## config.mk

```make
export PLATFORM = sky130hd
export DESIGN_NAME = sleep_lock_wait_queue_flat
export DESIGN_NICKNAME = d
export VERILOG_FILES = /design/src/rtl/slwq_pkg.sv /design/src/rtl/slwq_if.sv /design/src/rtl/sleep_lock_wait_queue.sv /design/src/rtl/slwq_mem.sv /design/src/rtl/slwq_ctrl.sv /design/src/flat_wrapper.sv
export SDC_FILE = /design/constraint.sdc
export NUM_CORES = 1
export LEC_CHECK = 0
export ABC_AREA = 1
export BUFFER_PORTS_ARGS = -buffer_cell sky130_fd_sc_hd__clkbuf_2
export CORE_MARGIN = 2
export CORE_UTILIZATION = 35
export DETAILED_ROUTE_END_ITERATION = 7
export GPL_TIMING_DRIVEN = 0
export HOLD_SLACK_MARGIN = 0.15
export PLACE_DENSITY = 0.55
export SETUP_SLACK_MARGIN = 0.2
export SYNTH_ARGS = -nofsm -noshare
export SYNTH_HDL_FRONTEND = slang
export SYNTH_HIERARCHICAL = 1
export SYNTH_SLANG_ARGS = --single-unit
```

## constraint.sdc

```tcl
create_clock -name clk -period 5.9 [get_ports clk]
set_input_delay 0.59 -clock clk [delete_from_list [all_inputs] [get_ports clk]]
set_output_delay 0.59 -clock clk [all_outputs]
set_load 0.02 [all_outputs]
```

## src/rtl/slwq_pkg.sv

```systemverilog
// shared constants and types for the sleep lock wait queue
package slwq_pkg;

    localparam int QUEUE_DEPTH_DEF  = 16;
    localparam int TASK_ID_BITS_DEF = 8;
    localparam int MAX_RESULTS      = 16;
    localparam int RESULT_CNT_W     = $clog2(MAX_RESULTS);

    localparam int KIND_W   = 2;
    localparam int TASK_W   = 8;
    localparam int STATUS_W = 3;

    localparam logic [KIND_W-1:0] KIND_ACQUIRE     = 2'd0;
    localparam logic [KIND_W-1:0] KIND_RELEASE_ONE = 2'd1;
    localparam logic [KIND_W-1:0] KIND_RELEASE_ALL = 2'd2;

    typedef enum logic [STATUS_W-1:0] {
        ST_GRANTED       = 3'd0,
        ST_QUEUED        = 3'd1,
        ST_RELEASED      = 3'd2,
        ST_WOKEN         = 3'd3,
        ST_ALREADY_OWNER = 3'd4,
        ST_NOT_OWNER     = 3'd5,
        ST_QUEUE_FULL    = 3'd6
    } status_t;

    typedef struct packed {
        logic wr_en;
        logic rd_en;
    } mem_ctl_t;

endpackage

```

## src/rtl/slwq_if.sv

```systemverilog
// request and response channel interfaces
interface slwq_req_if;
    logic                        valid;
    logic                        ready;
    logic [slwq_pkg::KIND_W-1:0] kind;
    logic [slwq_pkg::TASK_W-1:0] task_id;

    modport source (output valid, kind, task_id, input ready);
    modport sink (input valid, kind, task_id, output ready);
endinterface

interface slwq_rsp_if;
    logic                          valid;
    logic                          ready;
    logic [slwq_pkg::STATUS_W-1:0] status;
    logic [slwq_pkg::TASK_W-1:0]   result_task;
    logic                          lock_held;
    logic                          last;

    modport source (output valid, status, result_task, lock_held, last, input ready);
    modport sink (input valid, status, result_task, lock_held, last, output ready);
endinterface

```

## src/rtl/sleep_lock_wait_queue.sv

```systemverilog
// top level of the sleep lock unit with its queue of waiting tasks
//
//   channel  modport  handshake     payload
//   req      sink     valid/ready   kind, task_id
//   rsp      source   valid/ready   status, result_task, lock_held, last
//
// acquire, refused and plain release requests: accepted into a register, then decided against the lock
// release with waiters: accept, start the queue read, then one woken task per cycle while rsp does not stall,
//   paced by the single registered read port of the waiter queue memory
// one request at a time; the next is taken once the last response is in the output register
// rsp stalls hold the output register and the queue read; no clearing pass after reset
module sleep_lock_wait_queue #(
    parameter int QUEUE_DEPTH  = slwq_pkg::QUEUE_DEPTH_DEF,
    parameter int TASK_ID_BITS = slwq_pkg::TASK_ID_BITS_DEF
) (
    input  logic       clk,
    input  logic       rst_n,
    slwq_req_if.sink   req,
    slwq_rsp_if.source rsp
);

    localparam int PW = (QUEUE_DEPTH > 1) ? $clog2(QUEUE_DEPTH) : 1;

    slwq_pkg::mem_ctl_t      mem_ctl;
    logic [PW-1:0]           wr_addr;
    logic [TASK_ID_BITS-1:0] wr_data;
    logic [PW-1:0]           rd_addr;
    logic [TASK_ID_BITS-1:0] rd_data;

    slwq_ctrl #(
        .QUEUE_DEPTH  (QUEUE_DEPTH),
        .TASK_ID_BITS (TASK_ID_BITS)
    ) u_ctrl (
        .clk     (clk),
        .rst_n   (rst_n),
        .req     (req),
        .rsp     (rsp),
        .mem_ctl (mem_ctl),
        .wr_addr (wr_addr),
        .wr_data (wr_data),
        .rd_addr (rd_addr),
        .rd_data (rd_data)
    );

    slwq_mem #(
        .DEPTH (QUEUE_DEPTH),
        .WIDTH (TASK_ID_BITS)
    ) u_mem (
        .clk     (clk),
        .ctl     (mem_ctl),
        .wr_addr (wr_addr),
        .wr_data (wr_data),
        .rd_addr (rd_addr),
        .rd_data (rd_data)
    );

endmodule

```

## src/rtl/slwq_mem.sv

```systemverilog
// waiter queue storage, one write and one registered read port
module slwq_mem #(
    parameter int DEPTH = slwq_pkg::QUEUE_DEPTH_DEF,
    parameter int WIDTH = slwq_pkg::TASK_ID_BITS_DEF
) (
    input  logic                                          clk,
    input  slwq_pkg::mem_ctl_t                            ctl,
    input  logic [((DEPTH > 1) ? $clog2(DEPTH) : 1)-1:0] wr_addr,
    input  logic [WIDTH-1:0]                              wr_data,
    input  logic [((DEPTH > 1) ? $clog2(DEPTH) : 1)-1:0] rd_addr,
    output logic [WIDTH-1:0]                              rd_data
);

    logic [WIDTH-1:0] mem [DEPTH];
    logic [WIDTH-1:0] rd_data_reg;

    always_ff @(posedge clk)
    begin
        if (ctl.wr_en)
        begin
            mem[wr_addr] <= wr_data;
        end
        if (ctl.rd_en)
        begin
            rd_data_reg <= mem[rd_addr];
        end
    end

    assign rd_data = rd_data_reg;

endmodule

```

## src/rtl/slwq_ctrl.sv

```systemverilog
// lock state, queue pointers, request sequencer and response register
module slwq_ctrl #(
    parameter int QUEUE_DEPTH  = slwq_pkg::QUEUE_DEPTH_DEF,
    parameter int TASK_ID_BITS = slwq_pkg::TASK_ID_BITS_DEF
) (
    input  logic                                                      clk,
    input  logic                                                      rst_n,
    slwq_req_if.sink                                                  req,
    slwq_rsp_if.source                                                rsp,
    output slwq_pkg::mem_ctl_t                                        mem_ctl,
    output logic [((QUEUE_DEPTH > 1) ? $clog2(QUEUE_DEPTH) : 1)-1:0] wr_addr,
    output logic [TASK_ID_BITS-1:0]                                   wr_data,
    output logic [((QUEUE_DEPTH > 1) ? $clog2(QUEUE_DEPTH) : 1)-1:0] rd_addr,
    input  logic [TASK_ID_BITS-1:0]                                   rd_data
);

    localparam int PW = (QUEUE_DEPTH > 1) ? $clog2(QUEUE_DEPTH) : 1;
    localparam int CW = $clog2(QUEUE_DEPTH + 1);
    localparam int TW = TASK_ID_BITS;
    localparam int NW = slwq_pkg::RESULT_CNT_W;
    localparam int FW = slwq_pkg::TASK_W;

    typedef enum logic [2:0] {
        S_IDLE = 3'b001,
        S_EXEC = 3'b010,
        S_WAKE = 3'b100
    } state_t;

    state_t                      state_reg, state_next;
    logic [slwq_pkg::KIND_W-1:0] kind_reg, kind_next;
    logic [TW-1:0]               task_reg, task_next;
    logic                        lock_reg, lock_next;
    logic [TW-1:0]               owner_reg, owner_next;
    logic [PW-1:0]               head_reg, head_next;
    logic [PW-1:0]               tail_reg, tail_next;
    logic [CW-1:0]               count_reg, count_next;
    logic [NW-1:0]               n_reg, n_next;

    logic                        out_valid_reg, out_valid_next;
    slwq_pkg::status_t           out_status_reg, out_status_next;
    logic [FW-1:0]               out_task_reg, out_task_next;
    logic                        out_held_reg, out_held_next;
    logic                        out_last_reg, out_last_next;

    logic                        slot_free;
    logic                        is_owner;
    logic                        wake_last;
    logic [TW+FW-1:0]            task_in_wide;
    logic [TW+FW-1:0]            task_out_wide;
    logic                        emit;
    slwq_pkg::status_t           e_status;
    logic [TW-1:0]               e_task;
    logic                        e_held;
    logic                        e_last;

    function automatic logic [PW-1:0] ptr_inc(input logic [PW-1:0] p);
        logic [PW-1:0] r;
        if (p == PW'(QUEUE_DEPTH - 1))
        begin
            r = '0;
        end
        else
        begin
            r = p + PW'(1);
        end
        return r;
    endfunction

    assign slot_free     = !out_valid_reg || rsp.ready;
    assign is_owner      = lock_reg && (owner_reg == task_reg);
    assign wake_last     = (kind_reg == slwq_pkg::KIND_RELEASE_ONE) ||
                           (count_reg == CW'(1)) ||
                           (n_reg == NW'(slwq_pkg::MAX_RESULTS - 1));
    assign task_in_wide  = {{TW{1'b0}}, req.task_id};
    assign task_out_wide = {{FW{1'b0}}, e_task};

    assign req.ready       = (state_reg == S_IDLE);
    assign rsp.valid       = out_valid_reg;
    assign rsp.status      = out_status_reg;
    assign rsp.result_task = out_task_reg;
    assign rsp.lock_held   = out_held_reg;
    assign rsp.last        = out_last_reg;

    always_comb
    begin
        state_next = state_reg;
        kind_next  = kind_reg;
        task_next  = task_reg;
        lock_next  = lock_reg;
        owner_next = owner_reg;
        head_next  = head_reg;
        tail_next  = tail_reg;
        count_next = count_reg;
        n_next     = n_reg;
        mem_ctl    = '0;
        wr_addr    = tail_reg;
        wr_data    = task_reg;
        rd_addr    = head_reg;
        emit       = 1'b0;
        e_status   = slwq_pkg::ST_GRANTED;
        e_task     = task_reg;
        e_held     = 1'b1;
        e_last     = 1'b1;

        unique case (state_reg)
            S_IDLE:
            begin
                if (req.valid)
                begin
                    kind_next  = req.kind;
                    task_next  = task_in_wide[TW-1:0];
                    state_next = S_EXEC;
                end
            end
            S_EXEC:
            begin
                if (kind_reg == slwq_pkg::KIND_ACQUIRE)
                begin
                    if (slot_free)
                    begin
                        emit       = 1'b1;
                        state_next = S_IDLE;
                        priority if (is_owner)
                        begin
                            e_status = slwq_pkg::ST_ALREADY_OWNER;
                        end
                        else if (!lock_reg)
                        begin
                            e_status   = slwq_pkg::ST_GRANTED;
                            lock_next  = 1'b1;
                            owner_next = task_reg;
                        end
                        else if (count_reg < CW'(QUEUE_DEPTH))
                        begin
                            e_status      = slwq_pkg::ST_QUEUED;
                            mem_ctl.wr_en = 1'b1;
                            tail_next     = ptr_inc(tail_reg);
                            count_next    = count_reg + CW'(1);
                        end
                        else
                        begin
                            e_status = slwq_pkg::ST_QUEUE_FULL;
                        end
                    end
                end
                else if (kind_reg == slwq_pkg::KIND_RELEASE_ONE ||
                         kind_reg == slwq_pkg::KIND_RELEASE_ALL)
                begin
                    priority if (!is_owner)
                    begin
                        if (slot_free)
                        begin
                            emit       = 1'b1;
                            e_status   = slwq_pkg::ST_NOT_OWNER;
                            e_held     = lock_reg;
                            state_next = S_IDLE;
                        end
                    end
                    else if (count_reg == '0)
                    begin
                        if (slot_free)
                        begin
                            emit       = 1'b1;
                            e_status   = slwq_pkg::ST_RELEASED;
                            e_held     = 1'b0;
                            lock_next  = 1'b0;
                            owner_next = '0;
                            state_next = S_IDLE;
                        end
                    end
                    else
                    begin
                        lock_next     = 1'b0;
                        owner_next    = '0;
                        mem_ctl.rd_en = 1'b1;
                        n_next        = '0;
                        state_next    = S_WAKE;
                    end
                end
                else
                begin
                    state_next = S_IDLE;
                end
            end
            S_WAKE:
            begin
                if (slot_free)
                begin
                    emit       = 1'b1;
                    e_status   = slwq_pkg::ST_WOKEN;
                    e_task     = rd_data;
                    e_held     = 1'b0;
                    e_last     = wake_last;
                    head_next  = ptr_inc(head_reg);
                    count_next = count_reg - CW'(1);
                    n_next     = n_reg + NW'(1);
                    if (wake_last)
                    begin
                        state_next = S_IDLE;
                    end
                    else
                    begin
                        mem_ctl.rd_en = 1'b1;
                        rd_addr       = ptr_inc(head_reg);
                    end
                end
            end
            default:
            begin
                state_next = S_IDLE;
            end
        endcase
    end

    always_comb
    begin
        out_valid_next  = out_valid_reg && !rsp.ready;
        out_status_next = out_status_reg;
        out_task_next   = out_task_reg;
        out_held_next   = out_held_reg;
        out_last_next   = out_last_reg;
        if (emit)
        begin
            out_valid_next  = 1'b1;
            out_status_next = e_status;
            out_task_next   = task_out_wide[FW-1:0];
            out_held_next   = e_held;
            out_last_next   = e_last;
        end
    end

    always_ff @(posedge clk or negedge rst_n)
    begin
        if (!rst_n)
        begin
            state_reg     <= S_IDLE;
            lock_reg      <= 1'b0;
            owner_reg     <= '0;
            head_reg      <= '0;
            tail_reg      <= '0;
            count_reg     <= '0;
            n_reg         <= '0;
            out_valid_reg <= 1'b0;
        end
        else
        begin
            state_reg     <= state_next;
            lock_reg      <= lock_next;
            owner_reg     <= owner_next;
            head_reg      <= head_next;
            tail_reg      <= tail_next;
            count_reg     <= count_next;
            n_reg         <= n_next;
            out_valid_reg <= out_valid_next;
        end
    end

    always_ff @(posedge clk)
    begin
        kind_reg       <= kind_next;
        task_reg       <= task_next;
        out_status_reg <= out_status_next;
        out_task_reg   <= out_task_next;
        out_held_reg   <= out_held_next;
        out_last_reg   <= out_last_next;
    end

endmodule
```

## src/flat_wrapper.sv

```systemverilog
// flat-port wrapper written by rule: the top's interface ports become plain ports
module sleep_lock_wait_queue_flat 
#(
    parameter int QUEUE_DEPTH  = slwq_pkg::QUEUE_DEPTH_DEF,
    parameter int TASK_ID_BITS = slwq_pkg::TASK_ID_BITS_DEF
)
  (clk, rst_n, req_valid, req_kind, req_task_id, req_ready, rsp_valid, rsp_status, rsp_result_task, rsp_lock_held, rsp_last, rsp_ready);
  slwq_req_if req_i ();
  slwq_rsp_if rsp_i ();
  input  logic clk;
  input  logic rst_n;
  input wire logic [$bits(req_i.valid)-1:0] req_valid;
  input wire logic [$bits(req_i.kind)-1:0] req_kind;
  input wire logic [$bits(req_i.task_id)-1:0] req_task_id;
  output wire logic [$bits(req_i.ready)-1:0] req_ready;
  output wire logic [$bits(rsp_i.valid)-1:0] rsp_valid;
  output wire logic [$bits(rsp_i.status)-1:0] rsp_status;
  output wire logic [$bits(rsp_i.result_task)-1:0] rsp_result_task;
  output wire logic [$bits(rsp_i.lock_held)-1:0] rsp_lock_held;
  output wire logic [$bits(rsp_i.last)-1:0] rsp_last;
  input wire logic [$bits(rsp_i.ready)-1:0] rsp_ready;
  assign req_i.valid = req_valid;
  assign req_i.kind = req_kind;
  assign req_i.task_id = req_task_id;
  assign req_ready = req_i.ready;
  assign rsp_valid = rsp_i.valid;
  assign rsp_status = rsp_i.status;
  assign rsp_result_task = rsp_i.result_task;
  assign rsp_lock_held = rsp_i.lock_held;
  assign rsp_last = rsp_i.last;
  assign rsp_i.ready = rsp_ready;
  sleep_lock_wait_queue #(.QUEUE_DEPTH(QUEUE_DEPTH), .TASK_ID_BITS(TASK_ID_BITS)) u_core (.clk(clk), .rst_n(rst_n), .req(req_i), .rsp(rsp_i));
endmodule
```

=== After elaboration in Yosys (flattened, before gate mapping) ===
Memories as Yosys holds them, arrays and structs flattened. A register that Yosys moved wholly into a read port is not among the register bits.
Cells that the tools add are included.

* $mul: 0
* Shift-type cells: 0
* Mux-type cells: 85
* Order comparisons: 1
* Reductions and logical operators: 21
* Add/subtract/negate cells: 5
* Bitwise logic cells: 1
* Equal/unequal tests: 26
* Div/mod/pow operators: 0

{| class="wikitable"
|+ Operators with widths
! cell !! number
|-
| 2-to-1 mux 8 bit || 10
|-
| 2-to-1 mux 3 bit || 16
|-
| 2-to-1 mux 4 bit || 10
|-
| 2-to-1 mux 1 bit || 33
|-
| 2-to-1 mux 5 bit || 6
|-
| != test 2 bit (second input constant) || 14
|-
| AND reduction 6 bit || 3
|-
| AND reduction 7 bit || 2
|-
| adder 4 x 1 -> 4 bit (second input constant) || 3
|-
| == test 4 bit (second input constant) || 3
|-
| one-hot mux 5 bit (2 select lines) || 1
|-
| one-hot mux 3 bit (3 select lines) || 1
|-
| == test 8 bit || 1
|-
| one-hot mux 4 bit (2 select lines) || 1
|-
| 2-to-1 mux 2 bit || 3
|-
| one-hot mux 1 bit (2 select lines) || 3
|-
| one-hot mux 3 bit (2 select lines) || 1
|-
| nonzero test 2 bit || 3
|-
| adder 5 x 1 -> 5 bit (second input constant) || 1
|-
| == test 5 x 1 -> 1 bit (second input constant) || 1
|-
| logical NOT 5 bit || 1
|-
| less-than comparator 5 bit (second input constant) || 1
|-
| subtractor 5 x 1 -> 5 bit (second input constant) || 1
|-
| logical OR 1 bit || 4
|-
| 13 further kinds || 16
|}

* Register bits: 53
* Bits in writable memories: 128
* ROM bits: 0
* Word-level logic and storage cells: 154
* Memories kept: 1
* Input port bits: 14
* Latch bits: 0

{| class="wikitable"
|+ Memories
! name !! words !! width !! rd ports !! clocked after Yosys merged registers in !! wr ports !! line !! source
|-
| u_core.u_mem.mem || 16 || 8 || 1 || 1 || 1 || slwq_mem.sv:14 || <nowiki>logic [WIDTH-1:0] mem [DEPTH];</nowiki>
|}

=== Logic depth before layout (Yosys ltp) ===
* Depth in word-level cells: 9
* Mapped depth: 15
* Gate-level depth less buffers: 14

=== Hierarchy ===
The synthesis kept the hierarchy.

{| class="wikitable"
|+ By module, submodules not included
! module !! area each (um2) !! sequential area each (um2) !! cells each !! times used
|-
| slwq_mem || 5,846.9 || 4,083.9 || 551 || 1
|-
| slwq_ctrl || 3,029.2 || 1,442.6 || 352 || 1
|}

=== Worst setup path after synthesis ===
Ideal clock, no wire load.

* Kind: register to register
* Start: register u_core/u_ctrl/kind_reg[0] (netlist name)
* End: memory u_core/u_mem/mem[12][0] (netlist name) (enable)
* Buffers on the path: 1
* Cell stages (with the launch flop): 10
* Arrival time: 1.803 ns
* Setup time: 0.370 ns
* Setup slack: 3.727 ns
* Cell sequence: edfxtp_1 -> inv_1 -> ha_1 -> buf_2 -> inv_1 -> nor2_4 -> nand4_4 -> inv_2 -> nand3_1 -> nor2_1

{| class="wikitable"
|+ RTL lines
! what !! line !! source
|-
| start, declared || slwq_ctrl.sv:30 || <nowiki>logic [slwq_pkg::KIND_W-1:0] kind_reg, kind_next;</nowiki>
|-
| start signal, assigned || slwq_ctrl.sv:260 || <nowiki>kind_reg <= kind_next;</nowiki>
|-
| end, declared || slwq_mem.sv:14 ||
|}

==> flow_summary.toml <==
[run_status]
status = "completed"

[worst_setup_path]
regToRegEndpoint = "u_core/u_mem/mem[12][7]"
crit_required_ns = 5.97
path_class = "reg2reg"
worstPathMaxFanout = 19
reg2reg_slack_ns = 2.74
reg2regPathDepth = 10
crit_path_end_kind = "flop"
cp_data_arrival_time_ns = 3.23
startpoint = "u_core/u_ctrl/wr_data[5]"
r2r-start = "u_core/u_ctrl/wr_data[5]"
cp-start-kind = "flop"

[layout]
antenna_cells = 0
nFillCells = 2478
final_util_pct = 40.0
drive_above_1_share_pct = 12.8
final-seq-area_sq_um = 5530
syn2layout_area_growth_pct = 12.7
layout_common_cells = "285 x nand2_1, 159 x edfxtp_1, 143 x inv_1"
final_common_cell = "nand2_1"
layout.nets = 974
multiInputGateArea_sq_um = 2550
regMostFlops = "u_core/u_mem/mem"
largest_reg_flops = 128

[clocking]
cts_tree = "yes"
clkLatencyLatePin_ns = 0.44
clock-sinks = 189
cts_buffer_depth = 2
root_buffer = "clkbuf_16"
clkTransAtPathRegs_ns = 0.07
h-tree-depth = 4
postCtsSetupBuffers = 0
hold_buffers = 0
numCtsBuffers = 17
ctsResizeCount = 0

[drt]
wl_per_cell_um = 16.1
drt-initial-drc-count = 552
antenna_left = 0
viasPerCell = 4.69
drc = 0
dr.pass1.iters = 5
routed_wl_um = 20800
vias = 6061

[logic_synthesis]
synth.area.top_cells = "edfxtp_1 54%, nand2_1 12%, dfrtp_1 8.2%"
netlist.area_leader.share_pct = 53.8
syn_nets = 927
avgSynthCellArea_sq_um = 9.83
syn-cell-area_sq_um = 8880
synth_cells = 903
ys_warn_count = 6
ys_seq_area_share_pct = 62.3
yosysUniqueCellTypes = 38
ys_ff_latch = 189
yosysTopAreaCell = "edfxtp_1"

[die]
die_h_um = 163
ios = 29
core_sq_um = 25000
rows = 58
dieArea_sq_um = 26700
initial_utilization_pct = 35.5
die_x_um = 163

[global_routing]
gr-total-overflow = 0
grt_pass1_wl_um = 32400
antenna_found_initial = 0
grt_max_degree = 31
grt_pass1_vias = 5603
grt_use_total_pct = 16.4

[placement]
port_buffers = 28
dpl.hpwl_um = 14200
finalWeightedCongestion = 0.842

[power]
p_leak_nw = 4.38
vdd_drop_max_mv = 0.196
powerDensity_nw_per_um2 = 361

[timing]
fin_crit_sh_pct = 53.6
rsz0062_at_grt = "no"
hold_viol_final = 0
tns_ns = 0
worst_slew_pin_slew_ns = 0.958
drv_slew = 0
fin_skew_ns = 0.0107
setup_viol = 0
period_needed_ns = 3.16
slew-limit-headroom_pct = 36.1
fmax_mhz = 316

[min_path]
hold_class = "in2async"

[job]
cap_violations = 0
==> worst max-delay path by stage <==
| stage | endpoint | slack [ns] | cells after the start |
|---|---|---|---|
| 3_3_place_gp | u_core/u_mem/mem[13][0] | 2.77 | 10 |
| 3_5_place_dp | u_core/u_mem/mem[12][0] | 2.75 | 10 |
| 6_report | u_core/u_mem/mem[12][7] | 2.74 | 10 |
| 4_1_cts | u_core/u_mem/mem[12][5] | 2.74 | 10 |
| 5_1_grt | u_core/u_mem/mem[12][5] | 2.53 | 10 |
| 2_1_floorplan | u_core/u_mem/mem[12][0] | 3.73 | 9 |
==> layer usage <==
metal	vias to the layer above	GRT usage [%]	wire, um
li1	3014	-	-
met1	2848	24.4	9980
met2	171	24.0	8990
met3	28	3.28	1330
met4	0	5.19	466
met5	-	0	0
==> cell type report <==
cell class	count	area share [%]
sequential	189	55.2
tap	330	4.13
clock inverter	15	1.53
clock buffer	17	4.25
timing repair buffer	28	1.40
inverter	155	5.83
multi-input combinational	526	25.5
buffer	33	2.15
==> synthesized netlist by cell type <==
cell,number
nand2_1,285
edfxtp_1,159
inv_1,143
nand3_1,112
dfrtp_1,29
nor2_1,26
buf_2,19
nand4_1,19
o21ai_0,16
inv_2,11
ha_1,10
xnor2_1,10
buf_6,7
o21ai_1,6
xor2_1,6
nor2_4,5
a21oi_1,4
buf_4,4
nor3_1,4
nand3b_1,3
nor2_2,3
a21oi_2,2
buf_1,2
nand2_2,2
nand3_2,2
nand3_4,2
a211oi_1,1
clkbuf_1,1
clkinv_2,1
dfstp_2,1
nand2_4,1
nand4_2,1
nand4_4,1
nor3_4,1
o211ai_1,1
o21a_1,1
o21ai_4,1
or2_0,1
==> critical path, cell delays in order, from the launching register on <==
cell	delay [ns]
edfxtp_1	0.95
inv_1	0.17
nand2_1	0.10
nand2_1	0.05
nand2_1	0.10
nor2_4	0.06
nand3_4	0.13
nand4_4	0.17
inv_2	0.15
nand3_1	0.16
nor2_1	0.73
==> logic make-up (layout without fill, tap and decap cells) <==
group	after synthesis	after routing	synth area share, %
adder cells (fa/ha/maj)	10	10	1.41
AND/OR/NAND/NOR	468	468	23.7
XOR/XNOR	16	16	1.58
buffers and inverters	188	248	8.99
AO/OA/AOI/OAI	32	32	2.10
flip-flops	189	189	62.3
==> per-stage QoR <==
stage / cell area (sq um) / hold WS, ns / setup slack [ns] / instances / power [mW]
global route: 10000 / 0.302 / 2.53 / 1293 / 3.80
CTS: 10000 / 0.291 / 2.74 / 1293 / 3.64
global placement: 9430 / 0.475 / 2.77 / 1261 / 2.50
detailed placement: 9430 / 0.482 / 2.75 / 1261 / 2.51
floorplan: 8880 / 0.294 / 3.73 / 903 / 2.25
finish: 10000 / 0.243 / 2.74 / 1293 / 3.61
==> where the power goes <==
group / switching (mW) / internal (mW)
logic: 0.515 / 0.253
registers: 0.136 / 1.58
clock network: 0.533 / 0.597
total: 1.18 / 2.43
(Power assumes the default switching activity.)
